`src/rtl/ftq_pkg.sv`:
```
// Shared types and constants for the feedback-paced transmit queue.
package ftq_pkg;

    localparam int unsigned TIME_W = 32;
    localparam int unsigned TAG_W  = 16;
    localparam int unsigned DUR_W  = 16;
    localparam int unsigned ENTRY_W = TAG_W + DUR_W;
    localparam int unsigned LIMIT_W = 7;
    localparam int unsigned CFG_IDX_W = 3;
    localparam int unsigned CFG_DATA_W = 32;
    localparam logic [TIME_W-1:0] TIME_MAX = '1;

    typedef enum logic [1:0] {
        CMD_ARRIVE  = 2'd0,
        CMD_SERVICE = 2'd1,
        CMD_EMERG   = 2'd2,
        CMD_RXSTAT  = 2'd3
    } t_cmd;

    typedef enum logic [CFG_IDX_W-1:0] {
        REG_QUEUE_LIMIT     = 3'd0,
        REG_FLOW_STEP       = 3'd1,
        REG_CONGESTION_STEP = 3'd2,
        REG_FLOW_HOLD       = 3'd3,
        REG_CONGESTION_HOLD = 3'd4,
        REG_LAG_TOLERANCE   = 3'd5,
        REG_FAILSAFE_FILL   = 3'd6
    } t_cfg_idx;

    typedef struct packed {
        logic [LIMIT_W-1:0] queue_limit;
        logic [15:0]        flow_step;
        logic [15:0]        congestion_step;
        logic [TIME_W-1:0]  flow_hold;
        logic [TIME_W-1:0]  congestion_hold;
        logic [15:0]        lag_tolerance;
        logic [15:0]        failsafe_fill;
    } t_cfg;

    typedef struct packed {
        logic              send;
        logic              wake;
        logic              dropped;
        logic [TIME_W-1:0] now_ms;
        logic [TIME_W-1:0] flow_ms;
        logic [TIME_W-1:0] cong_delay;
    } t_s1;

endpackage

```
`src/rtl/ftq_cfg.sv`:
```
// Configuration register file of the transmit queue.
module ftq_cfg
    import ftq_pkg::*;
(
    input  logic                  i_clk,
    input  logic                  i_rst_n,
    input  logic                  i_cfg_valid,
    output logic                  o_cfg_ready,
    input  logic [CFG_IDX_W-1:0]  i_cfg_index,
    input  logic [CFG_DATA_W-1:0] i_cfg_data,
    output t_cfg                  o_cfg
);

    t_cfg r_cfg;
    t_cfg n_cfg;

    assign o_cfg_ready = 1'b1;
    assign o_cfg = r_cfg;

    always_comb begin
        n_cfg = r_cfg;
        if (i_cfg_valid) begin
            unique case (i_cfg_index)
                REG_QUEUE_LIMIT:     n_cfg.queue_limit     = i_cfg_data[LIMIT_W-1:0];
                REG_FLOW_STEP:       n_cfg.flow_step       = i_cfg_data[15:0];
                REG_CONGESTION_STEP: n_cfg.congestion_step = i_cfg_data[15:0];
                REG_FLOW_HOLD:       n_cfg.flow_hold       = i_cfg_data[TIME_W-1:0];
                REG_CONGESTION_HOLD: n_cfg.congestion_hold = i_cfg_data[TIME_W-1:0];
                REG_LAG_TOLERANCE:   n_cfg.lag_tolerance   = i_cfg_data[15:0];
                REG_FAILSAFE_FILL:   n_cfg.failsafe_fill   = i_cfg_data[15:0];
                default:             n_cfg = r_cfg;
            endcase
        end
    end

    always_ff @(posedge i_clk) begin
        if (!i_rst_n) begin
            r_cfg.queue_limit     <= LIMIT_W'(64);
            r_cfg.flow_step       <= 16'd25;
            r_cfg.congestion_step <= 16'd25;
            r_cfg.flow_hold       <= TIME_W'(10000);
            r_cfg.congestion_hold <= TIME_W'(10000);
            r_cfg.lag_tolerance   <= 16'd85;
            r_cfg.failsafe_fill   <= 16'd45;
        end else begin
            r_cfg <= n_cfg;
        end
    end

endmodule

```
`src/rtl/ftq_store.sv`:
```
// Packet descriptor memory with one write port and a registered read port.
module ftq_store
    import ftq_pkg::*;
#(
    parameter int unsigned DEPTH = 64,
    parameter int unsigned PTR_W = 6
) (
    input  logic               i_clk,
    input  logic               i_wr_en,
    input  logic [PTR_W-1:0]   i_wr_ptr,
    input  logic [ENTRY_W-1:0] i_wr_data,
    input  logic               i_rd_en,
    input  logic [PTR_W-1:0]   i_rd_ptr,
    output logic [ENTRY_W-1:0] o_rd_data
);

    logic [ENTRY_W-1:0] r_mem [DEPTH];
    logic [ENTRY_W-1:0] r_rd_data;

    assign o_rd_data = r_rd_data;

    always_ff @(posedge i_clk) begin
        if (i_wr_en) begin
            r_mem[i_wr_ptr] <= i_wr_data;
        end
    end

    always_ff @(posedge i_clk) begin
        if (i_rd_en) begin
            r_rd_data <= r_mem[i_rd_ptr];
        end
    end

endmodule

```
`src/rtl/ftq_ctrl.sv`:
```
// Queue pointers, delay state and first pipeline stage of the transmit queue.
module ftq_ctrl
    import ftq_pkg::*;
#(
    parameter int unsigned DEPTH = 64,
    parameter int unsigned PTR_W = 6,
    parameter int unsigned CNT_W = 7
) (
    input  logic               i_clk,
    input  logic               i_rst_n,
    input  t_cfg               i_cfg,
    input  logic               i_in_valid,
    output logic               o_in_ready,
    input  logic [1:0]         i_cmd,
    input  logic [TIME_W-1:0]  i_now_ms,
    input  logic [TAG_W-1:0]   i_pkt_tag,
    input  logic [DUR_W-1:0]   i_pkt_duration,
    input  logic [TIME_W-1:0]  i_rx_count,
    input  logic [15:0]        i_rx_fill,
    input  logic               i_s1_free,
    output logic               o_s1_valid,
    output t_s1                o_s1,
    output logic [CNT_W-1:0]   o_s1_count,
    output logic               o_wr_en,
    output logic [PTR_W-1:0]   o_wr_ptr,
    output logic [ENTRY_W-1:0] o_wr_data,
    output logic               o_rd_en,
    output logic [PTR_W-1:0]   o_rd_ptr
);

    localparam int unsigned CMP_W = (CNT_W > LIMIT_W) ? CNT_W : LIMIT_W;
    localparam logic [CMP_W-1:0] DEPTH_C = CMP_W'(DEPTH);
    localparam logic [PTR_W-1:0] LAST_PTR = PTR_W'(DEPTH - 1);

    logic               r_s1_valid;
    t_s1                r_s1;
    logic [CNT_W-1:0]   r_s1_count;
    logic [PTR_W-1:0]   r_head, n_head;
    logic [PTR_W-1:0]   r_tail, n_tail;
    logic [CNT_W-1:0]   r_count, n_count;
    logic [TIME_W-1:0]  r_flow, n_flow;
    logic [TIME_W-1:0]  r_cong, n_cong;
    logic [TIME_W-1:0]  r_fstamp, n_fstamp;
    logic [TIME_W-1:0]  r_cstamp, n_cstamp;
    logic               r_fstamp_vld, n_fstamp_vld;
    logic               r_cstamp_vld, n_cstamp_vld;
    logic [TIME_W-1:0]  r_sent, n_sent;
    logic               r_pend, n_pend;
    t_s1                n_s1;

    logic               acc;
    logic               push;
    logic [CMP_W-1:0]   limit;
    logic [CMP_W-1:0]   held;
    logic [TIME_W:0]    flow_sum;
    logic [TIME_W:0]    cong_sum;
    logic [TIME_W-1:0]  lag;
    logic               f_exp;
    logic               c_exp;
    t_cmd               cmd;

    assign cmd        = t_cmd'(i_cmd);
    assign o_in_ready = !r_s1_valid || i_s1_free;
    assign acc        = i_in_valid && o_in_ready;
    assign o_s1_valid = r_s1_valid;
    assign o_s1       = r_s1;
    assign o_s1_count = r_s1_count;

    assign held  = CMP_W'(r_count);
    assign limit = (CMP_W'(i_cfg.queue_limit) > DEPTH_C) ? DEPTH_C
                                                          : CMP_W'(i_cfg.queue_limit);
    assign push  = acc && (cmd == CMD_ARRIVE) && (held < limit);

    assign o_wr_en   = push;
    assign o_wr_ptr  = r_tail;
    assign o_wr_data = {i_pkt_duration, i_pkt_tag};
    assign o_rd_en   = acc;
    assign o_rd_ptr  = r_head;

    assign f_exp = r_fstamp_vld && (i_now_ms >= r_fstamp)
                   && ((i_now_ms - r_fstamp) > i_cfg.flow_hold);
    assign c_exp = r_cstamp_vld && (i_now_ms >= r_cstamp)
                   && ((i_now_ms - r_cstamp) > i_cfg.congestion_hold);
    assign flow_sum = {1'b0, r_flow} + {{(TIME_W-15){1'b0}}, i_cfg.flow_step};
    assign cong_sum = {1'b0, r_cong} + {{(TIME_W-15){1'b0}}, i_cfg.congestion_step};
    assign lag      = r_sent - i_rx_count;

    always_comb begin
        n_head       = r_head;
        n_tail       = r_tail;
        n_count      = r_count;
        n_flow       = r_flow;
        n_cong       = r_cong;
        n_fstamp     = r_fstamp;
        n_cstamp     = r_cstamp;
        n_fstamp_vld = r_fstamp_vld;
        n_cstamp_vld = r_cstamp_vld;
        n_sent       = r_sent;
        n_pend       = r_pend;
        n_s1.send       = 1'b0;
        n_s1.wake       = 1'b0;
        n_s1.dropped    = 1'b0;
        n_s1.now_ms     = i_now_ms;
        n_s1.flow_ms    = r_flow;
        n_s1.cong_delay = r_cong;
        unique case (cmd)
            CMD_EMERG: begin
                n_flow       = flow_sum[TIME_W] ? TIME_MAX : flow_sum[TIME_W-1:0];
                n_fstamp     = i_now_ms;
                n_fstamp_vld = 1'b1;
            end
            CMD_RXSTAT: begin
                if ((r_flow != '0) && (i_rx_fill < i_cfg.failsafe_fill)) begin
                    n_flow       = '0;
                    n_fstamp     = '0;
                    n_fstamp_vld = 1'b0;
                end
                if ((r_sent > i_rx_count)
                    && (lag > {{(TIME_W-16){1'b0}}, i_cfg.lag_tolerance})) begin
                    n_cstamp     = i_now_ms;
                    n_cstamp_vld = 1'b1;
                    n_cong       = cong_sum[TIME_W] ? TIME_MAX : cong_sum[TIME_W-1:0];
                end
            end
            CMD_SERVICE: begin
                if (c_exp) begin
                    n_cong = '0;
                end
                if (f_exp) begin
                    n_flow = '0;
                end
                if (r_count != '0) begin
                    n_head    = (r_head == LAST_PTR) ? '0 : r_head + PTR_W'(1);
                    n_count   = r_count - CNT_W'(1);
                    n_sent    = r_sent + TIME_W'(1);
                    n_pend    = 1'b1;
                    n_s1.send = 1'b1;
                    n_s1.wake = 1'b1;
                end else begin
                    n_pend = 1'b0;
                end
            end
            CMD_ARRIVE: begin
                if (c_exp) begin
                    n_cong = '0;
                end
                if (f_exp) begin
                    n_flow = '0;
                end
                if (!push) begin
                    n_s1.dropped = 1'b1;
                end else begin
                    n_tail  = (r_tail == LAST_PTR) ? '0 : r_tail + PTR_W'(1);
                    n_count = r_count + CNT_W'(1);
                    if (!r_pend) begin
                        n_pend    = 1'b1;
                        n_s1.wake = 1'b1;
                    end
                end
            end
            default: begin
                n_pend = r_pend;
            end
        endcase
        n_s1.flow_ms    = n_flow;
        n_s1.cong_delay = n_cong;
    end

    always_ff @(posedge i_clk) begin
        if (!i_rst_n) begin
            r_head       <= '0;
            r_tail       <= '0;
            r_count      <= '0;
            r_flow       <= '0;
            r_cong       <= '0;
            r_fstamp     <= '0;
            r_cstamp     <= '0;
            r_fstamp_vld <= 1'b0;
            r_cstamp_vld <= 1'b0;
            r_sent       <= '0;
            r_pend       <= 1'b0;
            r_s1_valid   <= 1'b0;
        end else begin
            if (acc) begin
                r_head       <= n_head;
                r_tail       <= n_tail;
                r_count      <= n_count;
                r_flow       <= n_flow;
                r_cong       <= n_cong;
                r_fstamp     <= n_fstamp;
                r_cstamp     <= n_cstamp;
                r_fstamp_vld <= n_fstamp_vld;
                r_cstamp_vld <= n_cstamp_vld;
                r_sent       <= n_sent;
                r_pend       <= n_pend;
                r_s1_valid   <= 1'b1;
            end else if (i_s1_free) begin
                r_s1_valid   <= 1'b0;
            end
        end
    end

    always_ff @(posedge i_clk) begin
        if (acc) begin
            r_s1       <= n_s1;
            r_s1_count <= n_count;
        end
    end

endmodule

```
`src/rtl/ftq_out.sv`:
```
// Wake time sum and output register of the transmit queue.
module ftq_out
    import ftq_pkg::*;
#(
    parameter int unsigned CNT_W = 7
) (
    input  logic               i_clk,
    input  logic               i_rst_n,
    input  logic               i_s1_valid,
    input  t_s1                i_s1,
    input  logic [CNT_W-1:0]   i_s1_count,
    input  logic [ENTRY_W-1:0] i_rd_data,
    output logic               o_s1_free,
    output logic               o_out_valid,
    input  logic               i_out_ready,
    output logic               o_send_valid,
    output logic [TAG_W-1:0]   o_send_tag,
    output logic               o_wake_valid,
    output logic [TIME_W-1:0]  o_wake_time,
    output logic               o_dropped,
    output logic [CNT_W-1:0]   o_queue_count
);

    logic              r_out_valid;
    logic              r_send_valid;
    logic [TAG_W-1:0]  r_send_tag;
    logic              r_wake_valid;
    logic [TIME_W-1:0] r_wake_time;
    logic              r_dropped;
    logic [CNT_W-1:0]  r_queue_count;

    logic [TIME_W+1:0] wake_sum;
    logic [TIME_W-1:0] n_wake_time;
    logic [TAG_W-1:0]  n_send_tag;

    assign o_s1_free     = !r_out_valid || i_out_ready;
    assign o_out_valid   = r_out_valid;
    assign o_send_valid  = r_send_valid;
    assign o_send_tag    = r_send_tag;
    assign o_wake_valid  = r_wake_valid;
    assign o_wake_time   = r_wake_time;
    assign o_dropped     = r_dropped;
    assign o_queue_count = r_queue_count;

    assign wake_sum = {2'b00, i_s1.now_ms}
                    + {{(TIME_W-14){1'b0}}, i_rd_data[ENTRY_W-1:TAG_W]}
                    + {2'b00, i_s1.flow_ms}
                    + {2'b00, i_s1.cong_delay};

    always_comb begin
        n_send_tag  = i_s1.send ? i_rd_data[TAG_W-1:0] : '0;
        n_wake_time = '0;
        if (i_s1.send) begin
            n_wake_time = (wake_sum[TIME_W+1:TIME_W] != 2'b00) ? TIME_MAX
                                                                 : wake_sum[TIME_W-1:0];
        end else if (i_s1.wake) begin
            n_wake_time = i_s1.now_ms;
        end
    end

    always_ff @(posedge i_clk) begin
        if (!i_rst_n) begin
            r_out_valid <= 1'b0;
        end else if (o_s1_free) begin
            r_out_valid <= i_s1_valid;
        end
    end

    always_ff @(posedge i_clk) begin
        if (o_s1_free && i_s1_valid) begin
            r_send_valid  <= i_s1.send;
            r_send_tag    <= n_send_tag;
            r_wake_valid  <= i_s1.wake;
            r_wake_time   <= n_wake_time;
            r_dropped     <= i_s1.dropped;
            r_queue_count <= i_s1_count;
        end
    end

endmodule

```
`src/rtl/feedback_paced_tx_queue_top.sv`:
```
// Top level of the feedback-paced transmit queue.
//
// Items enter on i_in_valid/o_in_ready: cmd selects packet arrival, service
// done, emergency feedback or receiver status; now_ms is the current time.
// Each item yields exactly one result on o_out_valid/i_out_ready carrying
// send, wake and drop flags, the sent tag, the requested wake time and the
// queue occupancy after the item.
// o_out_valid rises when an accepted item leaves the first stage, which
// updates pointers and delays and reads the head entry of the descriptor
// memory; the next stage adds the wake time and loads the output register.
// Throughput is one item per cycle unless the receiver stalls: every state
// update ends in stage one; an item needs at most one write and one read.
// Configuration is written on i_cfg_valid/o_cfg_ready with i_cfg_index and
// i_cfg_data; o_cfg_ready is always high. Write only while idle.
// Reset clears pointers, counts, delays and stamps and restores register
// defaults; the memory needs no clearing since only held entries are read.
// When the receiver stalls, the result holds in the output register, one
// more item can wait in the first stage, and o_in_ready then drops.
module feedback_paced_tx_queue_top
    import ftq_pkg::*;
#(
    parameter int unsigned QUEUE_DEPTH = 64
) (
    input  logic                         i_clk,
    input  logic                         i_rst_n,
    input  logic                         i_in_valid,
    output logic                         o_in_ready,
    input  logic [1:0]                   i_cmd,
    input  logic [TIME_W-1:0]            i_now_ms,
    input  logic [TAG_W-1:0]             i_pkt_tag,
    input  logic [DUR_W-1:0]             i_pkt_duration,
    input  logic [TIME_W-1:0]            i_rx_count,
    input  logic [15:0]                  i_rx_fill,
    output logic                         o_out_valid,
    input  logic                         i_out_ready,
    output logic                         o_send_valid,
    output logic [TAG_W-1:0]             o_send_tag,
    output logic                         o_wake_valid,
    output logic [TIME_W-1:0]            o_wake_time,
    output logic                         o_dropped,
    output logic [$clog2(QUEUE_DEPTH+1)-1:0] o_queue_count,
    input  logic                         i_cfg_valid,
    output logic                         o_cfg_ready,
    input  logic [CFG_IDX_W-1:0]         i_cfg_index,
    input  logic [CFG_DATA_W-1:0]        i_cfg_data
);

    localparam int unsigned PTR_W = $clog2(QUEUE_DEPTH);
    localparam int unsigned CNT_W = $clog2(QUEUE_DEPTH + 1);

    t_cfg               cfg;
    t_s1                s1;
    logic               s1_valid;
    logic               s1_free;
    logic [CNT_W-1:0]   s1_count;
    logic               wr_en;
    logic [PTR_W-1:0]   wr_ptr;
    logic [ENTRY_W-1:0] wr_data;
    logic               rd_en;
    logic [PTR_W-1:0]   rd_ptr;
    logic [ENTRY_W-1:0] rd_data;

    ftq_cfg u_cfg (
        .i_clk       (i_clk),
        .i_rst_n     (i_rst_n),
        .i_cfg_valid (i_cfg_valid),
        .o_cfg_ready (o_cfg_ready),
        .i_cfg_index (i_cfg_index),
        .i_cfg_data  (i_cfg_data),
        .o_cfg       (cfg)
    );

    ftq_store #(
        .DEPTH (QUEUE_DEPTH),
        .PTR_W (PTR_W)
    ) u_store (
        .i_clk     (i_clk),
        .i_wr_en   (wr_en),
        .i_wr_ptr  (wr_ptr),
        .i_wr_data (wr_data),
        .i_rd_en   (rd_en),
        .i_rd_ptr  (rd_ptr),
        .o_rd_data (rd_data)
    );

    ftq_ctrl #(
        .DEPTH (QUEUE_DEPTH),
        .PTR_W (PTR_W),
        .CNT_W (CNT_W)
    ) u_ctrl (
        .i_clk          (i_clk),
        .i_rst_n        (i_rst_n),
        .i_cfg          (cfg),
        .i_in_valid     (i_in_valid),
        .o_in_ready     (o_in_ready),
        .i_cmd          (i_cmd),
        .i_now_ms       (i_now_ms),
        .i_pkt_tag      (i_pkt_tag),
        .i_pkt_duration (i_pkt_duration),
        .i_rx_count     (i_rx_count),
        .i_rx_fill      (i_rx_fill),
        .i_s1_free      (s1_free),
        .o_s1_valid     (s1_valid),
        .o_s1           (s1),
        .o_s1_count     (s1_count),
        .o_wr_en        (wr_en),
        .o_wr_ptr       (wr_ptr),
        .o_wr_data      (wr_data),
        .o_rd_en        (rd_en),
        .o_rd_ptr       (rd_ptr)
    );

    ftq_out #(
        .CNT_W (CNT_W)
    ) u_out (
        .i_clk         (i_clk),
        .i_rst_n       (i_rst_n),
        .i_s1_valid    (s1_valid),
        .i_s1          (s1),
        .i_s1_count    (s1_count),
        .i_rd_data     (rd_data),
        .o_s1_free     (s1_free),
        .o_out_valid   (o_out_valid),
        .i_out_ready   (i_out_ready),
        .o_send_valid  (o_send_valid),
        .o_send_tag    (o_send_tag),
        .o_wake_valid  (o_wake_valid),
        .o_wake_time   (o_wake_time),
        .o_dropped     (o_dropped),
        .o_queue_count (o_queue_count)
    );

endmodule
```
`config.mk`:
```
export PLATFORM = sky130hd
export DESIGN_NAME = feedback_paced_tx_queue_top
export DESIGN_NICKNAME = d
export VERILOG_FILES = /design/src/rtl/ftq_pkg.sv /design/src/rtl/ftq_cfg.sv /design/src/rtl/ftq_store.sv /design/src/rtl/ftq_ctrl.sv /design/src/rtl/ftq_out.sv /design/src/rtl/feedback_paced_tx_queue_top.sv
export SDC_FILE = /design/constraint.sdc
export NUM_CORES = 2
export LEC_CHECK = 0
export ABC_CLOCK_PERIOD_IN_PS = 11700
export BUFFER_PORTS_ARGS = -buffer_cell sky130_fd_sc_hd__buf_4
export CAP_MARGIN = 25
export CORE_ASPECT_RATIO = 0.9
export CORE_UTILIZATION = 35
export DETAILED_ROUTE_END_ITERATION = 8
export PLACE_DENSITY = 0.62
export SLEW_MARGIN = 20
export SYNTH_ARGS = -nofsm -noshare
export SYNTH_HDL_FRONTEND = slang
export SYNTH_SLANG_ARGS = --single-unit
```
`constraint.sdc`:
```
create_clock -name i_clk -period 11.7 [get_ports i_clk]
set_clock_uncertainty 0.15 [all_clocks]
set_input_delay 0.585 -clock i_clk [delete_from_list [all_inputs] [get_ports i_clk]]
set_output_delay 0.585 -clock i_clk [all_outputs]
set_load 0.1 [all_outputs]
```
**After elaboration in Yosys (flattened, before gate mapping)**

Memories as Yosys holds them, arrays and structs flattened. A register that Yosys moved wholly into a read port is not among the register bits.
Index checks and enable logic that the tools add are counted.
Widths: inputs -> output; s select.

- RAM bits: 2048
- Logic and storage cells: 137
- Flip-flop bits (word level): 483
- Input bits: 154
- Output and inout port bits: 61
- Memories: 1

- Reduce and logical (&&, ||, !) cells: 35
- Mux-type cells: 33
- Add/subtract/negate cells: 13
- Magnitude comparators: 9
- Equal/unequal tests: 13

Memories:

| memory | words | bits a word | read ports | clocked after memory_dff | wr ports | line | RTL |
|---|---|---|---|---|---|---|---|
| u_store.r_mem | 64 | 32 | 1 | 1 | 1 | ftq_store.sv:17 | `logic [ENTRY_W-1:0] r_mem [DEPTH];` |

Operator list:

| operator | number |
|---|---|
| $mux 32 | 10 |
| $pmux 32 s2 | 2 |
| $add 32x16->33 | 3 |
| $gt 32x32->1 | 3 |
| $pmux 32 s3 | 1 |
| $sub 32x32->32 | 3 |
| $add 34x32->34 | 2 |
| $ge 32x32->1 | 2 |
| $add 32x1->32 const B | 1 |
| $gt 32x16->1 | 1 |
| $reduce_bool 32->1 | 1 |
| $mux 7 | 3 |
| $lt 16x16->1 | 1 |
| $reduce_and 3->1 | 5 |
| $pmux 7 s2 | 1 |
| $reduce_and 2->1 | 7 |
| $add 6x1->6 const B | 2 |
| $eq 6x6->1 const B | 2 |
| $mux 6 | 2 |
| $logic_and 1x1->1 | 10 |
| $mux 1 | 10 |
| $eq 3x3->1 const B | 3 |
| $reduce_bool 2->1 | 4 |
| $add 7x1->7 const B | 1 |
| 16 further kinds | 23 |

**Logic depth before layout (Yosys ltp)**

- Depth in word-level cells: 8
- Mapped depth: 28
- Gate-level depth less buffers: 28

**Hierarchy**

From an unflattened synthesis, not the netlist that was laid out.

- Cells, all modules: 6980
- Area, all modules: 111186.6 µm²

By module, submodules not included:

| module | seq. area each (µm²) | cells an instance | times used | area an instance (µm²) |
|---|---|---|---|---|
| ftq_store | 62459.9 | 3324 | 1 | 78835.6 |
| ftq_ctrl | 6846.6 | 2567 | 1 | 21484.4 |
| ftq_out | 1761.7 | 591 | 1 | 5719.2 |
| ftq_cfg | 2702.6 | 498 | 1 | 5147.4 |

**Worst setup path before layout**

Ideal clock, no wire load.

- Path kind: reg2reg
- Start point: reg u_out.r_out_valid (netlist: u_out.o_out_valid)
- End point: reg u_ctrl.r_cong[23]
- Required time: 11.456 ns
- Library setup time: 0.094 ns
- Arrival time: 7.003 ns
- Stages on the path, launching flop included: 9
- Period minus slack after synthesis: 7.247 ns
- Path slack: 4.453 ns
- Buffers on the path: 2
- Cells stage by stage: dfxtp_1 > nor2b_1 > nand2_1 > nand2_1 > inv_1 > clkbuf_1 > clkbuf_1 > o211ai_1 > a211oi_1

- Word-level cells in the longest chain between the ends: 4

RTL lines:

| element | line | RTL |
|---|---|---|
| start: declaration | ftq_out.sv:24 | `logic r_out_valid;` |
| start signal: assignment | ftq_out.sv:65 | `r_out_valid <= i_s1_valid;` |
| $logic_not 1->1 | ftq_out.sv:36 | `assign o_s1_free = !r_out_valid \|\| i_out_ready;` |
| $logic_or 1x1->1 | ftq_out.sv:36 |  |
| $logic_or 1x1->1 | ftq_ctrl.sv:63 | `assign o_in_ready = !r_s1_valid \|\| i_s1_free;` |
| via o_in_ready | feedback_paced_tx_queue_top.sv:27 | `output logic o_in_ready,` |
| $logic_and 1x1->1 | ftq_ctrl.sv:64 | `assign acc = i_in_valid && o_in_ready;` |
| via rd_en | feedback_paced_tx_queue_top.sv:59 | `logic rd_en;` |
| end signal: assignment | ftq_ctrl.sv:189 | `r_cong <= n_cong;` |
| end: declaration | ftq_ctrl.sv:42 | `logic [TIME_W-1:0] r_cong, n_cong;` |

The timed path passes the listed nets, and every way through them passes these cells.
A chain may end at the register's enable or synchronous reset.

**Worst setup path after layout**

- Start point: reg u_ctrl.r_s1, in the netlist u_ctrl.o_s1[65]
- End point: reg u_out.r_wake_time[24] (netlist: u_out.o_wake_time[24]) (data pin)

- Word-level cells in the longest chain between the ends: 6

RTL lines:

| element | line | RTL |
|---|---|---|
| start: declaration | ftq_ctrl.sv:36 | `t_s1 r_s1;` |
| start signal: assignment | ftq_ctrl.sv:205 | `r_s1 <= n_s1;` |
| $add 32x16->33 * | ftq_out.sv:46 | `+ {{(TIME_W-14){1'b0}}, i_rd_data[ENTRY_W-1:TAG_W]}` |
| $add 34x32->34 * | ftq_out.sv:47 | `+ {2'b00, i_s1.flow_ms}` |
| $add 34x32->34 * | ftq_out.sv:48 | `+ {2'b00, i_s1.cong_delay};` |
| $reduce_bool 2->1 | ftq_out.sv:54 | `n_wake_time = (wake_sum[TIME_W+1:TIME_W] != 2'b00) ? TIME_MAX` |
| $mux 32 * | ftq_out.sv:54 |  |
| $mux 32 * | ftq_out.sv:53 | `if (i_s1.send) begin` |
| via u_out.n_wake_time[24] | ftq_out.sv:33 | `logic [TIME_W-1:0] n_wake_time;` |
| end signal: assignment | ftq_out.sv:74 | `r_wake_time <= n_wake_time;` |
| end: declaration | ftq_out.sv:28 | `logic [TIME_W-1:0] r_wake_time;` |

Mark *: on every way through the listed nets, which the timed path passes. The rest lies on a longest branch.

==> impl_metrics.csv <==
group,metric,value,unit
status,run_status,"completed",
final_layout,layoutNonFillerInstCount,11600,
die,die_area,0.320,sq mm
place,placedCellCount,11100,
timing,setup_tns,0,ns
logic_synthesis,synth.top_cells.by_area,"edfxtp_1 61%, mux4_2 14%, dfxtp_1 5.7%",
global_route,grt_pass1_vias,64000,
timing,tightestPinTransition,1.11,ns
timing,maxSlewHeadroom,26.1,%
die,die_y,537,um
logic_synthesis,synth-async-reset-ratio,0,%
setup_path,cp_data_arrival_time,8.63,ns
clocking,cts_tree,"yes",
timing,max_freq,0.122,GHz
pwr,peakVddDrop,151,uV
logic_synthesis,netlist_area,0.111,sq mm
clocking,numCtsBuffers,273,
die,io_pins,215,
global_route,grt_max_degree,120,
global_route,grt-ovfl-total,0,
place,numPortBuffers,213,
setup_path,crit_type,"flip-flop to flip-flop",
setup_path,reg2reg_depth,25,
timing,setup_viol,0,
place,dp_hpwl,184000,um
hold_path,hold_path_class,"primary input to flip-flop",
clocking,clkTransAtPathRegs,0.06,ns
pwr,power_per_cell_area,157,mW/mm^2
setup_path,required,12.15,ns
logic_synthesis,yosysTopAreaCell,"edfxtp_1",
logic_synthesis,synth_cell_types,91,
global_route,antenna_found_initial,27,
setup_path,r2r_setup_slack,3.52,ns
die,coreArea,0.315,sq mm
setup_path,r2r_end,"u_out.o_wake_time[24]",
setup_path,cp-end-kind,"flip-flop",
drt,wl_per_cell,25.8,um
logic_synthesis,ys_seq_elements,2563,
timing,hold_viol,0,
logic_synthesis,synth-edff-count,2244,
pwr,p_leak,0.0416,uW
setup_path,cpMostUsedCell,"a21o_1",
setup_path,cp-start-kind,"flip-flop",
global_route,grt_use_total,18.4,%
drt,drc,0,
setup_path,reg2reg_from,"u_ctrl.o_s1[65]",
logic_synthesis,synth_seq_area_share,66.4,%
final_layout,fin_nets,7758,
logic_synthesis,syn-num-nets,7387,
place,placed_area,0.118,sq mm
run,cap_violations,0,
logic_synthesis,ys_top_cells_by_count,"2244 x edfxtp_1, 672 x mux4_2, 541 x nand2_1, 386 x inv_1, 356 x a21oi_1",
setup_path,slowest_stage,"o41ai_1",
timing,fin_crit,8.18,ns
logic_synthesis,synth_warnings,0,
drt,wl,300000,um
timing,rsz0062_at_grt,"no",
die,rows,195,
setup_path,cpPeakStageDelay,0.53,ns
logic_synthesis,synthFlopType,"edfxtp_1",
drt,ant_nets,0,
clocking,cts_sinks,2563,
setup_path,crit_fanout,23,
setup_path,crit_start,"u_ctrl.o_s1[65]",
clocking,clock_path_buffers,4,
place,place_congestion,0.882,
setup_path,cp-endpoint,"u_out.o_wake_time[24]",
global_route,grt_pass1_wl,437000,um
clocking,worstSkewPairLatency,0.90,ns
final_layout,layout-drive-gt1-share,20.5,%
die,initial_core_util,35.3,%
timing,maxSlewViolCount,0,
final_layout,design_area,0.128,sq mm
clocking,clock-root-buffer,"clkbuf_16",
drt,viasPerCell,5.52,
drt,drt-initial-drc-count,7087,
final_layout,areaGrowthSynthToFinish,15.1,%
logic_synthesis,postSynthAreaPerCell,16.1,sq um
logic_synthesis,yosysTopAreaCellShare,60.6,%
die,die_w,596,um
logic_synthesis,synthCells,6912,
timing,fin_hold_ws,0.0650,ns
drt,vias,64200,
clocking,h-tree-depth,5,
drt,drt-pass1-iter-count,6,
logic_synthesis,yosysMostFrequentCell,"edfxtp_1",
timing,fin_crit_sh,69.9,%
-- state kept, by name, indices dropped and copies added, names as in the netlist, 6 cells and up --
name,count
u_store.r_mem,2048
u_out.o_queue_count,7
u_ctrl.o_s1_count,7
u_out.o_wake_time,32
u_ctrl.r_fstamp,32
u_ctrl.r_cstamp,32
u_store.o_rd_data,32
u_cfg.o_cfg,135
u_ctrl.r_cong,32
u_ctrl.o_s1,99
u_ctrl.r_flow,32
u_ctrl.o_wr_ptr,6
u_ctrl.held,7
u_ctrl.o_rd_ptr,6
u_out.o_send_tag,16
u_ctrl.r_sent,32
-- cell usage in the layout, fill, tap and decap left out, types with 43 or more instances in the layout --
cell / instances
dfxtp_1: 313
nor2_4: 65
a31oi_1: 56
xor2_1: 88
a21o_1: 120
nor2_1: 265
clkbuf_16: 281
o21ai_0: 148
mux4_2: 672
ha_1: 282
inv_1: 384
buf_4: 328
clkbuf_1: 51
nand3_1: 98
mux2i_1: 47
edfxtp_1: 2244
dlygate4sd3_1: 70
nor3_1: 74
a21oi_1: 355
xnor2_1: 97
clkinv_2: 43
nand2_1: 541
nand4_1: 58
-- critical path: cells and delay by family (launching register included) --
| kind | cells | cell delay [ns] |
|---|---|---|
| AO/OA/AOI/OAI | 15 | 4.35 |
| AND/OR/NAND/NOR | 4 | 1.18 |
| adder cells (fa/ha/maj) | 3 | 1.14 |
| buffers and inverters | 2 | 0.48 |
| flip-flops | 1 | 0.42 |
| XOR/XNOR | 1 | 0.18 |
-- area by class of cell --
| type | instances | area (sq um) |
|---|---|---|
| Multi-Input combinational cell | 3645 | 35200 |
| Fill cell | 28100 | 187000 |
| Antenna cell | 5 | 12.5 |
| Clock inverter | 144 | 1470 |
| Sequential cell | 2563 | 73800 |
| Timing Repair Buffer | 414 | 3450 |
| Clock buffer | 341 | 7350 |
| Tap cell | 4137 | 5180 |
| Inverter | 386 | 1460 |
-- worst min path at each step --
stage / startpoint / end / slack, ns / cells past startpoint
final: i_pkt_tag[8] / u_store.r_mem[30][8] / 0.07 / 1
after global routing: i_pkt_tag[8] / u_store.r_mem[31][8] / 0.06 / 1
after CTS: i_pkt_tag[10] / u_store.r_mem[26][10] / 0.01 / 1
after detailed placement: u_ctrl.o_s1_count[2] / u_out.o_queue_count[2] / 0.26 / 0
after global placement: u_ctrl.o_s1_count[2] / u_out.o_queue_count[2] / 0.25 / 0
after floorplan: u_ctrl.o_s1[96] / u_out.o_dropped / 0.25 / 0
-- power breakdown --
part	internal [uW]	switching [uW]	leakage, uW	total (uW)
Combinational	520	918	0.0143	1440
Sequential	10000	49.4	0.0229	10100
Clock	5030	3610	0.00432	8640
Total	15500	4580	0.0416	20100
-- per-layer routing --
| layer | global-route usage, % | wire (um) | vias to the layer above | share of wire [%] |
|---|---|---|---|---|
| met1 | 26.1 | 130000 | 33400 | 43 |
| met2 | 29.3 | 139000 | 2590 | 46 |
| met4 | 4.56 | 6870 | 10 | 2.3 |
| met5 | 0 | 62 | - | 0.021 |
| met3 | 3.37 | 24200 | 439 | 8.1 |
| li1 | - | - | 27800 | - |
-- cell families (layout without fill, tap and decap cells) --
family	count (synthesis)	count (layout)	synth area share, %
compound gates	1051	1051	6.15
xor+xnor	185	185	1.46
fa+ha+maj	321	321	3.88
buf+inv	704	1285	2.44
flops	2563	2563	66.4
mux	723	723	14.1
other cells	1	6	0.00337
simple gates	1364	1364	5.60
-- through the flow --
| stage | worst slack [ns] | utilization (%) | total power (uW) |
|---|---|---|---|
| 3_5_place_dp | 3.73 | 37.6 | 11600 |
| 4_1_cts | 3.64 | 40.6 | 20300 |
| 5_1_grt | 3.23 | 40.6 | 20700 |
| 2_1_floorplan | 4.45 | - | 11100 |
| 3_3_place_gp | 3.63 | 37.6 | 11600 |
| 6_report | 3.52 | 40.6 | 20100 |
-- timing repair --
item | in CTS | in global routing
gates resized for setup | 0 | 0
hold buffers | 70 | 0
endpoints found under the setup margin | 0 | 0
hold endpoints to repair | 233 | 0
buffers inserted | 0 | 0
Note: power is estimated with default switching activity, not from simulation.
